$ cat src/rtl/dvs_pkg.sv
`default_nettype none
package dvs_pkg;

    localparam int CFG_ADDR_W = 5;

    localparam logic [2:0] REG_GAIN     = 3'd0;
    localparam logic [2:0] REG_BAND     = 3'd1;
    localparam logic [2:0] REG_SETTLE   = 3'd2;
    localparam logic [2:0] REG_CHANGE   = 3'd3;
    localparam logic [2:0] REG_INTERVAL = 3'd4;

    localparam logic [16:0] UNITY_GAIN     = 17'h10000;
    localparam logic [16:0] GAIN_RESET     = 17'd32768;
    localparam logic [30:0] BAND_RESET     = 31'd65536;
    localparam logic [31:0] SETTLE_RESET   = 32'd500;
    localparam logic [31:0] CHANGE_RESET   = 32'd500;
    localparam logic [31:0] INTERVAL_RESET = 32'd50;

    typedef struct packed {
        logic [16:0] gain;
        logic [30:0] band_magnitude;
        logic [31:0] settle_duration;
        logic [31:0] change_duration;
        logic [31:0] sample_interval;
    } cfg_t;

    function automatic logic still_running(
        input logic [31:0] start,
        input logic [31:0] duration,
        input logic [31:0] now
    );
        logic [31:0] elapsed;
        elapsed = now - start;
        return elapsed < duration;
    endfunction

endpackage
`default_nettype wire

$ cat src/rtl/dvs_cfg.sv
`default_nettype none
module dvs_cfg
    import dvs_pkg::*;
(
    input  wire logic                  clk,
    input  wire logic                  rst_n,
    input  wire logic                  psel,
    input  wire logic                  penable,
    input  wire logic                  pwrite,
    input  wire logic [CFG_ADDR_W-1:0] paddr,
    input  wire logic [31:0]           pwdata,
    output logic      [31:0]           prdata,
    output logic                       pready,
    output cfg_t                       cfg
);

    cfg_t       cfg_reg;
    logic [2:0] index;
    logic       wr_en;

    assign pready = 1'b1;
    assign index  = paddr[CFG_ADDR_W-1:2];
    assign wr_en  = psel && penable && pwrite;
    assign cfg    = cfg_reg;

    always_ff @(posedge clk or negedge rst_n)
    begin
        if (!rst_n)
        begin
            cfg_reg.gain            <= GAIN_RESET;
            cfg_reg.band_magnitude  <= BAND_RESET;
            cfg_reg.settle_duration <= SETTLE_RESET;
            cfg_reg.change_duration <= CHANGE_RESET;
            cfg_reg.sample_interval <= INTERVAL_RESET;
        end
        else if (wr_en)
        begin
            case (index)
                REG_GAIN:     cfg_reg.gain            <= pwdata[16:0];
                REG_BAND:     cfg_reg.band_magnitude  <= pwdata[30:0];
                REG_SETTLE:   cfg_reg.settle_duration <= pwdata;
                REG_CHANGE:   cfg_reg.change_duration <= pwdata;
                REG_INTERVAL: cfg_reg.sample_interval <= pwdata;
                default:      ;
            endcase
        end
    end

    always_comb
    begin
        case (index)
            REG_GAIN:     prdata = {15'd0, cfg_reg.gain};
            REG_BAND:     prdata = {1'b0, cfg_reg.band_magnitude};
            REG_SETTLE:   prdata = cfg_reg.settle_duration;
            REG_CHANGE:   prdata = cfg_reg.change_duration;
            REG_INTERVAL: prdata = cfg_reg.sample_interval;
            default:      prdata = 32'd0;
        endcase
    end

endmodule
`default_nettype wire

$ cat src/rtl/dvs_ewma.sv
`default_nettype none
module dvs_ewma
    import dvs_pkg::*;
(
    input  wire logic               clk,
    input  wire logic               rst_n,
    input  wire logic               update,
    input  wire logic        [16:0] gain,
    input  wire logic signed [31:0] sample,
    output logic signed      [31:0] average_next
);

    logic signed [31:0] average_reg;
    logic               average_valid_reg;
    logic signed [31:0] base;
    logic        [16:0] g;
    logic signed [17:0] g_s;
    logic signed [32:0] diff;
    logic signed [50:0] prod;
    logic signed [50:0] rounded;
    logic signed [34:0] step;

    // avg + floor((g*(x-avg) + half) / unity)
    assign base         = average_valid_reg ? average_reg : sample;
    assign g            = (gain > UNITY_GAIN) ? UNITY_GAIN : gain;
    assign g_s          = {1'b0, g};
    assign diff         = {sample[31], sample} - {base[31], base};
    assign prod         = g_s * diff;
    assign rounded      = prod + 51'sd32768;
    assign step         = rounded[50:16];
    assign average_next = base + step[31:0];

    always_ff @(posedge clk or negedge rst_n)
    begin
        if (!rst_n)
        begin
            average_reg       <= 32'sd0;
            average_valid_reg <= 1'b0;
        end
        else if (update)
        begin
            average_reg       <= average_next;
            average_valid_reg <= 1'b1;
        end
    end

endmodule
`default_nettype wire

$ cat src/rtl/dvs_hold.sv
`default_nettype none
module dvs_hold
    import dvs_pkg::*;
(
    input  wire logic               clk,
    input  wire logic               rst_n,
    input  wire logic               update,
    input  wire cfg_t               cfg,
    input  wire logic        [31:0] timestamp,
    input  wire logic signed [31:0] value,
    output logic signed      [31:0] held_next,
    output logic                    held_valid_next
);

    logic signed [31:0] previous_input_reg;
    logic               previous_input_valid_reg;
    logic        [31:0] previous_time_reg;
    logic               changing_timer_on_reg;
    logic               settling_timer_on_reg;
    logic        [31:0] change_start_time_reg;
    logic        [31:0] settle_start_time_reg;
    logic signed [31:0] latched_value_reg;
    logic               latched_valid_reg;
    logic signed [31:0] held_output_reg;
    logic               held_output_valid_reg;

    logic               changing_timer_on_next;
    logic               settling_timer_on_next;
    logic        [31:0] change_start_time_next;
    logic        [31:0] settle_start_time_next;
    logic signed [31:0] latched_value_next;
    logic               latched_valid_next;

    always_comb
    begin
        logic               first;
        logic               ch_on;
        logic               st_on;
        logic               lv;
        logic               hv;
        logic        [31:0] ptime;
        logic signed [31:0] ref_value;
        logic signed [32:0] d;
        logic        [32:0] mag;
        logic               in_band;

        first     = !previous_input_valid_reg;
        ch_on     = changing_timer_on_reg && !first;
        st_on     = settling_timer_on_reg && !first;
        lv        = latched_valid_reg && !first;
        hv        = held_output_valid_reg && !first;
        ptime     = first ? timestamp : previous_time_reg;
        ref_value = lv ? latched_value_reg : previous_input_reg;
        d         = {value[31], value} - {ref_value[31], ref_value};
        mag       = d[32] ? -d : d;
        in_band   = !first && (mag < {2'b00, cfg.band_magnitude});

        changing_timer_on_next = ch_on;
        settling_timer_on_next = st_on;
        change_start_time_next = change_start_time_reg;
        settle_start_time_next = settle_start_time_reg;
        latched_value_next     = latched_value_reg;
        latched_valid_next     = lv;
        held_next              = held_output_reg;
        held_valid_next        = hv;

        if (in_band)
        begin
            changing_timer_on_next = 1'b0;
            settling_timer_on_next = 1'b1;
            if (!st_on)
            begin
                settle_start_time_next = timestamp;
            end
            if (!still_running(settle_start_time_next, cfg.settle_duration, timestamp) &&
                still_running(settle_start_time_next, cfg.settle_duration, ptime))
            begin
                latched_value_next = value;
                latched_valid_next = 1'b1;
                held_next          = value;
                held_valid_next    = 1'b1;
            end
        end
        else
        begin
            settling_timer_on_next = 1'b0;
            changing_timer_on_next = 1'b1;
            if (!ch_on)
            begin
                change_start_time_next = timestamp;
            end
            if (!still_running(change_start_time_next, cfg.change_duration, timestamp))
            begin
                held_next          = value;
                held_valid_next    = 1'b1;
                latched_valid_next = 1'b0;
            end
        end
    end

    always_ff @(posedge clk or negedge rst_n)
    begin
        if (!rst_n)
        begin
            previous_input_reg       <= 32'sd0;
            previous_input_valid_reg <= 1'b0;
            previous_time_reg        <= 32'd0;
            changing_timer_on_reg    <= 1'b0;
            settling_timer_on_reg    <= 1'b0;
            change_start_time_reg    <= 32'd0;
            settle_start_time_reg    <= 32'd0;
            latched_value_reg        <= 32'sd0;
            latched_valid_reg        <= 1'b0;
            held_output_reg          <= 32'sd0;
            held_output_valid_reg    <= 1'b0;
        end
        else if (update)
        begin
            previous_input_reg       <= value;
            previous_input_valid_reg <= 1'b1;
            previous_time_reg        <= timestamp;
            changing_timer_on_reg    <= changing_timer_on_next;
            settling_timer_on_reg    <= settling_timer_on_next;
            change_start_time_reg    <= change_start_time_next;
            settle_start_time_reg    <= settle_start_time_next;
            latched_value_reg        <= latched_value_next;
            latched_valid_reg        <= latched_valid_next;
            held_output_reg          <= held_next;
            held_output_valid_reg    <= held_valid_next;
        end
    end

endmodule
`default_nettype wire

$ cat src/rtl/display_value_smoother.sv
// Requests pass through an input register, then a result register (out_valid).
// Throughput: one request per cycle while not stalled; the average and hold state update
// in the same cycle as the result is computed, so the next request sees them directly.
// Reset: rst_n asynchronous active low; clears all filter state and restores the
// configuration registers to their reset values.
`default_nettype none
module display_value_smoother
    import dvs_pkg::*;
(
    input  wire logic                  clk,
    input  wire logic                  rst_n,
    input  wire logic                  psel,
    input  wire logic                  penable,
    input  wire logic                  pwrite,
    input  wire logic [CFG_ADDR_W-1:0] paddr,
    input  wire logic [31:0]           pwdata,
    output logic      [31:0]           prdata,
    output logic                       pready,
    input  wire logic                  in_valid,
    output logic                       in_ready,
    input  wire logic [31:0]           timestamp,
    input  wire logic signed [31:0]    sample,
    output logic                       out_valid,
    input  wire logic                  out_ready,
    output logic                       status,
    output logic signed [31:0]         smoothed,
    output logic                       smoothed_valid
);

    cfg_t               cfg;
    logic               in_valid_reg;
    logic        [31:0] timestamp_reg;
    logic signed [31:0] sample_reg;
    logic        [31:0] last_accept_time_reg;
    logic               out_valid_reg;
    logic               status_reg;
    logic signed [31:0] smoothed_reg;
    logic               smoothed_valid_reg;
    logic               fire;
    logic               waiting;
    logic               update;
    logic signed [31:0] average_next;
    logic signed [31:0] held_next;
    logic               held_valid_next;

    dvs_cfg u_cfg (
        .clk     (clk),
        .rst_n   (rst_n),
        .psel    (psel),
        .penable (penable),
        .pwrite  (pwrite),
        .paddr   (paddr),
        .pwdata  (pwdata),
        .prdata  (prdata),
        .pready  (pready),
        .cfg     (cfg)
    );

    assign fire     = in_valid_reg && (!out_valid_reg || out_ready);
    assign in_ready = !in_valid_reg || fire;
    assign waiting  = still_running(last_accept_time_reg, cfg.sample_interval, timestamp_reg);
    assign update   = fire && !waiting;

    dvs_ewma u_ewma (
        .clk          (clk),
        .rst_n        (rst_n),
        .update       (update),
        .gain         (cfg.gain),
        .sample       (sample_reg),
        .average_next (average_next)
    );

    dvs_hold u_hold (
        .clk             (clk),
        .rst_n           (rst_n),
        .update          (update),
        .cfg             (cfg),
        .timestamp       (timestamp_reg),
        .value           (average_next),
        .held_next       (held_next),
        .held_valid_next (held_valid_next)
    );

    always_ff @(posedge clk or negedge rst_n)
    begin
        if (!rst_n)
        begin
            in_valid_reg         <= 1'b0;
            out_valid_reg        <= 1'b0;
            last_accept_time_reg <= 32'd0;
        end
        else
        begin
            if (in_ready)
            begin
                in_valid_reg <= in_valid;
            end
            if (fire)
            begin
                out_valid_reg <= 1'b1;
            end
            else if (out_ready)
            begin
                out_valid_reg <= 1'b0;
            end
            if (update)
            begin
                last_accept_time_reg <= timestamp_reg;
            end
        end
    end

    always_ff @(posedge clk)
    begin
        if (in_ready && in_valid)
        begin
            timestamp_reg <= timestamp;
            sample_reg    <= sample;
        end
        if (fire)
        begin
            status_reg         <= waiting;
            smoothed_valid_reg <= !waiting && held_valid_next;
            smoothed_reg       <= (!waiting && held_valid_next) ? held_next : 32'sd0;
        end
    end

    assign out_valid      = out_valid_reg;
    assign status         = status_reg;
    assign smoothed       = smoothed_reg;
    assign smoothed_valid = smoothed_valid_reg;

endmodule
`default_nettype wire

$ cat config.mk
export PLATFORM = sky130hd
export DESIGN_NAME = display_value_smoother
export DESIGN_NICKNAME = d
export VERILOG_FILES = /design/src/rtl/dvs_pkg.sv /design/src/rtl/dvs_cfg.sv /design/src/rtl/dvs_ewma.sv /design/src/rtl/dvs_hold.sv /design/src/rtl/display_value_smoother.sv
export SDC_FILE = /design/constraint.sdc
export NUM_CORES = 2
export LEC_CHECK = 0
export BUFFER_PORTS_ARGS = -buffer_cell sky130_fd_sc_hd__buf_4
export CORE_MARGIN = 2
export CORE_UTILIZATION = 40
export DETAILED_ROUTE_END_ITERATION = 8
export PLACE_DENSITY_LB_ADDON = 0.25
export SLEW_MARGIN = 20
export SYNTH_ARGS = -nofsm -noshare
export SYNTH_HDL_FRONTEND = slang
export SYNTH_SLANG_ARGS = --single-unit
$ cat constraint.sdc
create_clock -name clk -period 21.5 [get_ports clk]
set_input_delay 2.15 -clock clk [delete_from_list [all_inputs] [get_ports clk]]
set_output_delay 2.15 -clock clk [all_outputs]
set_load 0.02 [all_outputs]
==> summary.md <==
The flow ran to the end, and the final reports show no timing, DRC or antenna violations. After floorplanning, the core was sized to cover 128,000 sq um. The tools report the origin of the critical flop-to-flop path as u_hold.previous_input_valid_reg. The register with the most flip-flops in the layout has 144 of them.

In this run the tool buffered the top-level ports with 173 buffer cells. The maximum fanout count along the critical path was 26. Number of synthesized flops with an enable pin: 98.

The aggregate negative setup slack is 0 ns, and the final standard cell utilization of the core is 44.4%. The worst hold path terminates at u_hold.change_start_time_reg[12]. In this run the register-to-register setup slack is 2.17 ns.

The synthesized design spends more area on one cell type than any other, namely sky130_fd_sc_hd__fa_1. The endpoint identified for the worst register-to-register timing path is u_hold.latched_value_reg[1]. The smallest clock period supported by the final layout is computed as 19.33 ns. The tools report the number of global-route vias before repair as 40,900. The run gives 40.3% as the initial cell density of the core.

The hold violation count in the final report was 0. Clock latency on the worst-skew pair, taken at its later pin, is 0.65 ns. The number of antenna violations at the first check in global routing came out at 3. The aggregate global-route resource usage is 23.6%, and the post-detailed-route count of antenna-violating nets is 0.

In the synthesized netlist, the number of instances is 5,671. After detailed routing, the number of remaining DRC violations is 0. The share of the Yosys chip area taken by registers is 22.4%. Counting instances in the post-synthesis netlist gives the leading cell types as sky130_fd_sc_hd__inv_1 (813), sky130_fd_sc_hd__nand2_1 (657), sky130_fd_sc_hd__nor2_1 (538), sky130_fd_sc_hd__fa_1 (522), sky130_fd_sc_hd__ha_1 (518). On the final layout, the worst clock skew is 0.0451 ns. The first detailed-routing pass took 5 iterations.

Cell repeated most along the worst path: sky130_fd_sc_hd__o21ai_0. For the die outline area, the log shows 132,000 sq um. The worst setup path is of the flop to flop kind. After detailed routing, the average wire length per cell comes to 20.5 microns.

Measured against its own limit, the worst slew margin works out to 18.5%. The number of failing setup endpoints in the final timing report is 0, and the share of Yosys cell area claimed by the top area cell type is 20.3%. The max-slew violation count is 0, and the synthesized netlist net count is 6,819. DRC violation total after the first TritonRoute iteration: 2,376. Grouping stages by cell kind, the critical path spends the most delay in compound AO/OA/AOI/OAI gates. After global routing the overflow that remains totals 0. The tools report the area of the mapped netlist as 51,500 sq um. In this run the deepest clock path goes through 3 buffers. The worst slack at placement was 2.23 ns; the final critical-path setup slack was 2.17 ns. At the pin with the least slew margin, the transition time is 1.21 ns. The worst hold path belongs to the class flop to flop.

The H-tree was split into 2 levels. The clock-pin slew of the registers on the worst-case setup and hold paths was 0.06 ns. The critical path contains buffers and inverters numbering 8 combined.

For the worst flop-to-flop path, the logic depth is 77. The run gives 6,949 as the final-stage net count. The signed area change from the synthesized netlist to the final layout works out to 10.1%. Static timing analysis puts the maximum clock frequency at 51.7 MHz. The type of destination of the critical path is a flop. Ranked by total cell area, the synthesized netlist is headed by sky130_fd_sc_hd__fa_1 (20%), sky130_fd_sc_hd__dfrtp_1 (16%), sky130_fd_sc_hd__ha_1 (13%).

Of the available clock period, the critical path in the final layout requires 89.9%. The run gives 0.920 as the global placement routability congestion. The main flop type after synthesis is sky130_fd_sc_hd__dfrtp_1. Max-cap violations in this run came to 0. The HPWL after detailed placement is 124,000 microns. The final wirelength is 154,000 microns, and the TritonCTS sink count is 441. The share of synthesized registers carrying an async set or reset is 77.8%, and the synthesized area per cell is 9.08 sq um. Entering global routing, the biggest net connects 93 pins. The fraction of layout instances using a drive strength above 1 works out to 9.76%.

The number of vias in the routed layout came out at 40,000. The via count normalized by instance count was 5.33; the number of buffers created by CTS was 51. Yosys instantiated no cell more often than sky130_fd_sc_hd__inv_1. For this run, the number of Yosys warnings is 0.

The width of the chip is 363 microns. Along the worst hold path, the cell count comes to 2. The master cell of the clock root buffer is sky130_fd_sc_hd__clkbuf_16. Setup repair after global routing left no endpoint under its margin. The vertical die dimension was 363 microns. Kind of launch point of the worst setup path: a flop.

The tools report the number of hold buffers added after cts as 0. The post-cts resize count was 0. Synthesis inferred 441 register bits. For this run, the slowest stage of the critical path takes 0.93 ns. Data arrives at the worst endpoint at 19.82 ns. Global-route wire length before repair: 240,000 microns. 177 I/O pins were placed. Once the clock tree was built, the setup fixing pass inserted 0 buffers.

The startpoint identified for the worst hold timing path is u_hold.change_start_time_reg[12]. The logs give 131 for the floorplan row count and 96 for the number of different library cells in the post-synthesis netlist. TritonCTS built the clock tree. Slowest stage cell on the critical path: sky130_fd_sc_hd__or4_2. At the worst endpoint, the required time is 21.99 ns.
## worst max path at each step
stage                                     from                          end  slack, ns  cells after the start
3_5_place_dp   u_hold.previous_input_valid_reg  u_hold.latched_value_reg[1]       2.23                     78
6_report       u_hold.previous_input_valid_reg  u_hold.latched_value_reg[1]       2.17                     77
5_1_grt        u_hold.previous_input_valid_reg  u_hold.latched_value_reg[1]       0.92                     79
3_3_place_gp   u_hold.previous_input_valid_reg  u_hold.latched_value_reg[0]       2.39                     77
2_1_floorplan  u_hold.previous_input_valid_reg   u_hold.held_output_reg[18]       4.19                     84
4_1_cts        u_hold.previous_input_valid_reg  u_hold.latched_value_reg[1]       2.11                     78
## cell families (layout without fill, tap and decap cells)
group / count (synthesis) / count (layout) / synth area share (%)
simple gates: 1602 / 1602 / 13.5
fa+ha+maj: 1040 / 1040 / 32.9
buf+inv: 1000 / 1172 / 7.42
compound gates: 990 / 990 / 12.2
flops: 441 / 441 / 22.4
mux: 334 / 334 / 7.12
xor+xnor: 263 / 263 / 4.51
other cells: 1 / 4 / 0.00728
## worst min-delay path: stages (launching register included)
cell                      delay [ns]
sky130_fd_sc_hd__dfrtp_1        0.34
sky130_fd_sc_hd__nand2_1        0.05
sky130_fd_sc_hd__o21ai_0        0.06
## through the flow
stage	cell area (sq um)	hold slack, ns	cells
floorplan	51500	0.449	5671
global placement	54900	0.456	7410
detailed placement	54900	0.469	7410
CTS	56700	0.484	7505
global route	56700	0.503	7506
finish	56700	0.479	7508
## layout make-up
type                    instances  area (sq um)
clock inverters                29           317
clock buffers                  66          1440
flip-flops and latches        441         11600
well taps                    1662          2080
repair buffers                264          2000
diodes                          3          7.51
inverters                     813          3050
fillers                     12500         71000
multi-input cells            4230         36200
## routing by layer
layer	vias up	routed length, microns	track usage [%]
li1	19000	-	-
met1	19800	65000	30.2
met2	935	74000	40.1
met3	225	7920	3.22
met4	0	6930	9.62
met5	-	0	0
## placed cells by master, fill, tap and decap left out, types with 18 or more instances in the layout
cell type                   synthesis  routed
sky130_fd_sc_hd__a21oi_1          229     228
sky130_fd_sc_hd__inv_1            813     813
sky130_fd_sc_hd__dfrtp_1          326     325
sky130_fd_sc_hd__nand3_1           62      61
sky130_fd_sc_hd__nor2b_1           67      61
sky130_fd_sc_hd__nor2_1           538     534
sky130_fd_sc_hd__mux2i_1          170     170
sky130_fd_sc_hd__and3_1            26      26
sky130_fd_sc_hd__or3_1             20      20
sky130_fd_sc_hd__nand2b_1          58      58
sky130_fd_sc_hd__ha_1             518     518
sky130_fd_sc_hd__a21o_1            66      66
sky130_fd_sc_hd__o22ai_1           37      37
sky130_fd_sc_hd__fa_1             522     522
sky130_fd_sc_hd__xor2_1            68      68
sky130_fd_sc_hd__and2_1            28      26
sky130_fd_sc_hd__mux2_1            36      36
sky130_fd_sc_hd__clkbuf_16          0      53
sky130_fd_sc_hd__a22oi_1           51      51
sky130_fd_sc_hd__edfxtp_1          98      98
sky130_fd_sc_hd__a211oi_1          22      22
sky130_fd_sc_hd__nand2_1          657     653
sky130_fd_sc_hd__mux2_4            28      28
sky130_fd_sc_hd__o21bai_1          23      23
sky130_fd_sc_hd__mux2_2            99      99
sky130_fd_sc_hd__o211ai_1          18      18
sky130_fd_sc_hd__nor3_1            78      78
sky130_fd_sc_hd__o21ai_0          310     310
sky130_fd_sc_hd__o21a_1            82      81
sky130_fd_sc_hd__buf_4              4     262
sky130_fd_sc_hd__xnor2_1          193     191
sky130_fd_sc_hd__nand4_1           21      21
Power is left out: the tool's default activity adds up to more than one toggle a clock period on the data nets, which glitch-free logic cannot reach.
